`src/rtl/occ_pkg.sv`:
```
`default_nettype none
package occ_pkg;
    localparam int COORD_WIDTH_DEF   = 24;
    localparam int CORDIC_STAGES_DEF = 16;
    localparam int ATAN_COUNT        = 24;
    localparam int ANG_W             = 34;
    localparam int CS_W              = 34;
    localparam int ROT_W             = 16;
    localparam logic signed [CS_W-1:0] GAIN_Q30 = 34'sd652032874;

    function automatic logic signed [ANG_W-1:0] atan_entry(input int i);
        logic signed [ANG_W-1:0] r;
        r = '0;
        case (i)
            0:  r = 34'sd536870912;
            1:  r = 34'sd316933406;
            2:  r = 34'sd167458907;
            3:  r = 34'sd85004756;
            4:  r = 34'sd42667331;
            5:  r = 34'sd21354465;
            6:  r = 34'sd10679838;
            7:  r = 34'sd5340245;
            8:  r = 34'sd2670163;
            9:  r = 34'sd1335087;
            10: r = 34'sd667544;
            11: r = 34'sd333772;
            12: r = 34'sd166886;
            13: r = 34'sd83443;
            14: r = 34'sd41722;
            15: r = 34'sd20861;
            16: r = 34'sd10430;
            17: r = 34'sd5215;
            18: r = 34'sd2608;
            19: r = 34'sd1304;
            20: r = 34'sd652;
            21: r = 34'sd326;
            22: r = 34'sd163;
            23: r = 34'sd81;
            default: r = '0;
        endcase
        return r;
    endfunction
endpackage
`default_nettype wire

```
`src/rtl/occ_cordic_cell.sv`:
```
`default_nettype none
module occ_cordic_cell
    import occ_pkg::*;
#(
    parameter int STAGE = 0,
    parameter int PW    = 8
)
(
    input  wire logic                    clk,
    input  wire logic                    rst_n,
    input  wire logic                    vin,
    input  wire logic signed [CS_W-1:0]  xin,
    input  wire logic signed [CS_W-1:0]  yin,
    input  wire logic signed [ANG_W-1:0] zin,
    input  wire logic [PW-1:0]           pin,
    output logic                         vout,
    output logic signed [CS_W-1:0]       xout,
    output logic signed [CS_W-1:0]       yout,
    output logic signed [ANG_W-1:0]      zout,
    output logic [PW-1:0]                pout
);
    logic signed [CS_W-1:0]  x_next, y_next;
    logic signed [ANG_W-1:0] z_next;

    always_comb
    begin
        if (!zin[ANG_W-1])
        begin
            x_next = xin - (yin >>> STAGE);
            y_next = yin + (xin >>> STAGE);
            z_next = zin - atan_entry(STAGE);
        end
        else
        begin
            x_next = xin + (yin >>> STAGE);
            y_next = yin - (xin >>> STAGE);
            z_next = zin + atan_entry(STAGE);
        end
    end

    always_ff @(posedge clk or negedge rst_n)
    begin
        if (!rst_n)
            vout <= 1'b0;
        else
            vout <= vin;
    end

    always_ff @(posedge clk)
    begin
        xout <= x_next;
        yout <= y_next;
        zout <= z_next;
        pout <= pin;
    end
endmodule
`default_nettype wire

```
`config.mk`:
```
export PLATFORM = sky130hd
export DESIGN_NAME = occ_cordic_cell
export DESIGN_NICKNAME = d
export VERILOG_FILES = /design/src/rtl/occ_pkg.sv /design/src/rtl/occ_cordic_cell.sv
export SDC_FILE = /design/constraint.sdc
export NUM_CORES = 1
export LEC_CHECK = 0
export BUFFER_PORTS_ARGS = -buffer_cell sky130_fd_sc_hd__buf_2
export CAP_MARGIN = 20
export CORE_MARGIN = 5
export CORE_UTILIZATION = 25
export CTS_BUF_LIST = sky130_fd_sc_hd__clkbuf_16
export DETAILED_ROUTE_END_ITERATION = 8
export SLEW_MARGIN = 20
export SYNTH_ARGS = -nofsm -noshare
export SYNTH_HDL_FRONTEND = slang
export SYNTH_SLANG_ARGS = --single-unit
```
`constraint.sdc`:
```
create_clock -name clk -period 1.14 [get_ports clk]
set_clock_uncertainty 0.2 [all_clocks]
set_input_delay 0.057 -clock clk [delete_from_list [all_inputs] [get_ports clk]]
set_output_delay 0.057 -clock clk [all_outputs]
set_load 0.02 [all_outputs]
```
==> results.md <==
## Power
• maximum VDD drop: 0.760 mV
• Leakage Power: 6.90 nW
• Tot Pwr: 16.3 mW
• power density over cell area: 1110 mW/mm²

## Routing
• via count: 9259
• first drt pass iteration count: 7
• DRT antenna net count: 0
• DR DRC count: 0
• DRT Wirelength: 33000 µm
• routed wire length per instance: 16.8 µm
• post-DR vias/cell: 4.72
• violation count after the first detailed-routing iteration: 473

## CTS
• number of buffers inserted during clock tree synthesis: 9
• clock net sink count: 110
• clock tree from TritonCTS: done
• root cell of the clock tree: sky130_fd_sc_hd__clkbuf_16
• level count of the clock H-tree: 3
• number of buffers on the longest clock path: 2
• Worst-path clk slew: 0.08 ns

## STA
• Final Worst Setup Slack: -1.37 ns
• total setup violations reported at the end of the flow: 65
• count of pins over their slew limit: 0
• total negative slack: -61.72 ns
• Tightest Pin Transition: 0.626 ns
• highest clock rate: 399 MHz
• Final Cycle Share: 220%
• Worst slew margin: 57.2%
• final hold slack: -0.194 ns
• RSZ-0062 raised after global routing: true
• final hold violation count: 12
• Min Clock Period, post-route: 2.51 ns

## Placed design
• final RePlAce weighted congestion: 0.946
• Buffers on Ports: 223
• Post-Place Setup Slack: -1.92 ns
• half-perimeter wire length of the detailed placement result: 26100 µm
• dpl cells: 1875
• cell area after placement: 0.0122 mm²

## Finish
• non-filler instance count after layout: 1963
• Layout Area Growth over Synthesis: 84.9%
• net count of the finished layout: 1775
• design area: 0.0146 mm²
• final core area utilization: 46.6%
• layout cell share with drive strength beyond 1: 53.5%
• most frequent standard cell in the layout excluding fill and tap cells: sky130_fd_sc_hd__buf_4
• commonest cells after routing, fill and taps aside: sky130_fd_sc_hd__buf_4, sky130_fd_sc_hd__buf_2, sky130_fd_sc_hd__inv_1, sky130_fd_sc_hd__a21oi_1, sky130_fd_sc_hd__ha_1

## Worst setup path
• kind of launch point of the worst setup path: input port
• largest stage delay on the critical path: 0.39 ns
• capturing element type of the critical path: register
• CP Cell Sequence: buf_8, ha_4, or3_4, or3_4, a21oi_4, o21ai_2, a211oi_2, o21ai_2, o41ai_4, buf_4, a41oi_2, xnor2_1
• launch point of the worst path: yin[6]
• required time at the endpoint of the critical path: 1.20 ns
• data arrival time of the critical path: 2.57 ns
• Slowest-stage cell, CP: sky130_fd_sc_hd__or3_4
• CP max FO: 4
• worst setup path category: input port to register

## Synthesis
• Synth Area per Inst: 8.22 µm²
• instance count of the mapped netlist: 963
• share of Yosys cell area claimed by the top area cell type: 27.6%
• share of synthesized flip-flops with an asynchronous set or reset: 0.909%
• cell type with the highest aggregate area in the netlist: sky130_fd_sc_hd__dfxtp_1
• area of the mapped netlist: 0.00791 mm²
• primary flip-flop cell chosen by synthesis mapping: sky130_fd_sc_hd__dfxtp_1
• post-synthesis cell type count: 71
• Warnings, synthesis: 0
• Seq/Total Area, Yosys: 27.9%
• Post-Syn Nets: 1183
• number of enable-type register cells in the synthesized netlist: 0
• top cells by area, synth: sky130_fd_sc_hd__dfxtp_1, sky130_fd_sc_hd__ha_1, sky130_fd_sc_hd__a21oi_1
• number of synthesized register bits: 110

## Global route
• initial antenna violation count: 4
• global-route wire length before repair: 51100 µm
• largest net degree at the start of global routing: 23
• via count of the first global-routing pass: 9628
• total grt overflow: 0
• GRT Util Overall: 17.9%

## Floorplanning
• die span in y: 188 µm
• Core Footprint: 0.0314 mm²
• die area: 0.0353 mm²
• die width: 188 µm
• ports placed on the boundary: 224
• FP Rows: 65
• Initial Utilization: 25.2%

## Run
• Max Cap Viol: 0

## Min path
• classification of the worst-slack hold path: input port to register
• HP Start: zin[29]

## Run status
• outcome: complete, but fails checks
• violated checks: negative hold slack, negative setup slack

## sequential cells by signal, summed over array words and instances (netlist names)
signal / count
pout: 8
xout: 34
vout: 1
zout: 34
yout: 33
## routing by layer
| layer | GRT usage (%) | vias to the layer above | wire (µm) | part of all wire (%) |
|---|---|---|---|---|
| li1 | - | 4534 | - | - |
| met1 | 22.4 | 4390 | 14400 | 44 |
| met2 | 31.0 | 279 | 15900 | 48 |
| met3 | 4.78 | 50 | 1980 | 6.0 |
| met4 | 4.23 | 6 | 709 | 2.2 |
| met5 | 0 | - | 33 | 0.10 |
## repair_timing
action                                  4_1_cts  5_1_grt
endpoints found under the setup margin      108      125
resized for setup                           240      145
setup buffers                                21       15
hold endpoints to repair                     57        9
hold buffers                                 45        1
pin swaps                                    87       66
## logic make-up after synthesis
logic type / count (synthesis) / synth area share [%]
adders and majority gates: 107 / 17.3
muxes: 16 / 2.02
xor gates and xnor gates: 67 / 7.42
DFF: 110 / 27.9
AOI/OAI and AO/OA: 323 / 26.6
buffers and inverters: 149 / 7.37
and+or+nand+nor: 191 / 11.4
## path summary, 6_finish.rpt
check / to / slack [ns] / cells after the start
min in group asynchronous: vout / 0.34 / 3
max: xout[33] / -1.37 / 12
max in group asynchronous: vout / 0.30 / 3
min: zout[30] / -0.19 / 2
## cell usage after synthesis, drive strengths merged (7+ instances only)
cell / count
a211oi: 15
a21o: 19
a21oi: 126
a311oi: 7
a31oi: 11
buf: 12
clkbuf: 33
dfxtp: 109
ha: 103
inv: 102
mux2i: 16
nand2: 44
nand2b: 13
nand3: 15
nand4: 7
nor2: 68
nor2b: 10
nor3: 11
o211ai: 8
o21a: 7
o21ai: 54
o21bai: 24
o31ai: 9
xnor2: 59
xor2: 8
## worst max-delay path: cells and delay by family
| kind | cells | cell delay (ns) |
|---|---|---|
| fa+ha+maj | 1 | 0.23 |
| xor+xnor | 1 | 0.15 |
| compound gates | 6 | 1.07 |
| simple gates | 2 | 0.76 |
| buf+inv | 2 | 0.30 |
## cell type report
type                            count  area [µm²]
Antenna cell                        1        2.50
Clock buffer                        9         225
Clock inverter                      7        77.6
Fill cell                        3028       16800
Inverter                          104         458
Multi-Input combinational cell    704        6310
Sequential cell                   110        2250
Tap cell                          402         503
Timing Repair Buffer              626        4800
## power by group
part | switching (mW) | internal [mW] | leakage [nW] | total, mW
Combinational | 4.23 | 3.99 | 5.82 | 8.22
Sequential | 0.247 | 4.56 | 0.932 | 4.80
Clock | 1.69 | 1.56 | 0.149 | 3.25
Power figures use the tool's default switching activity.
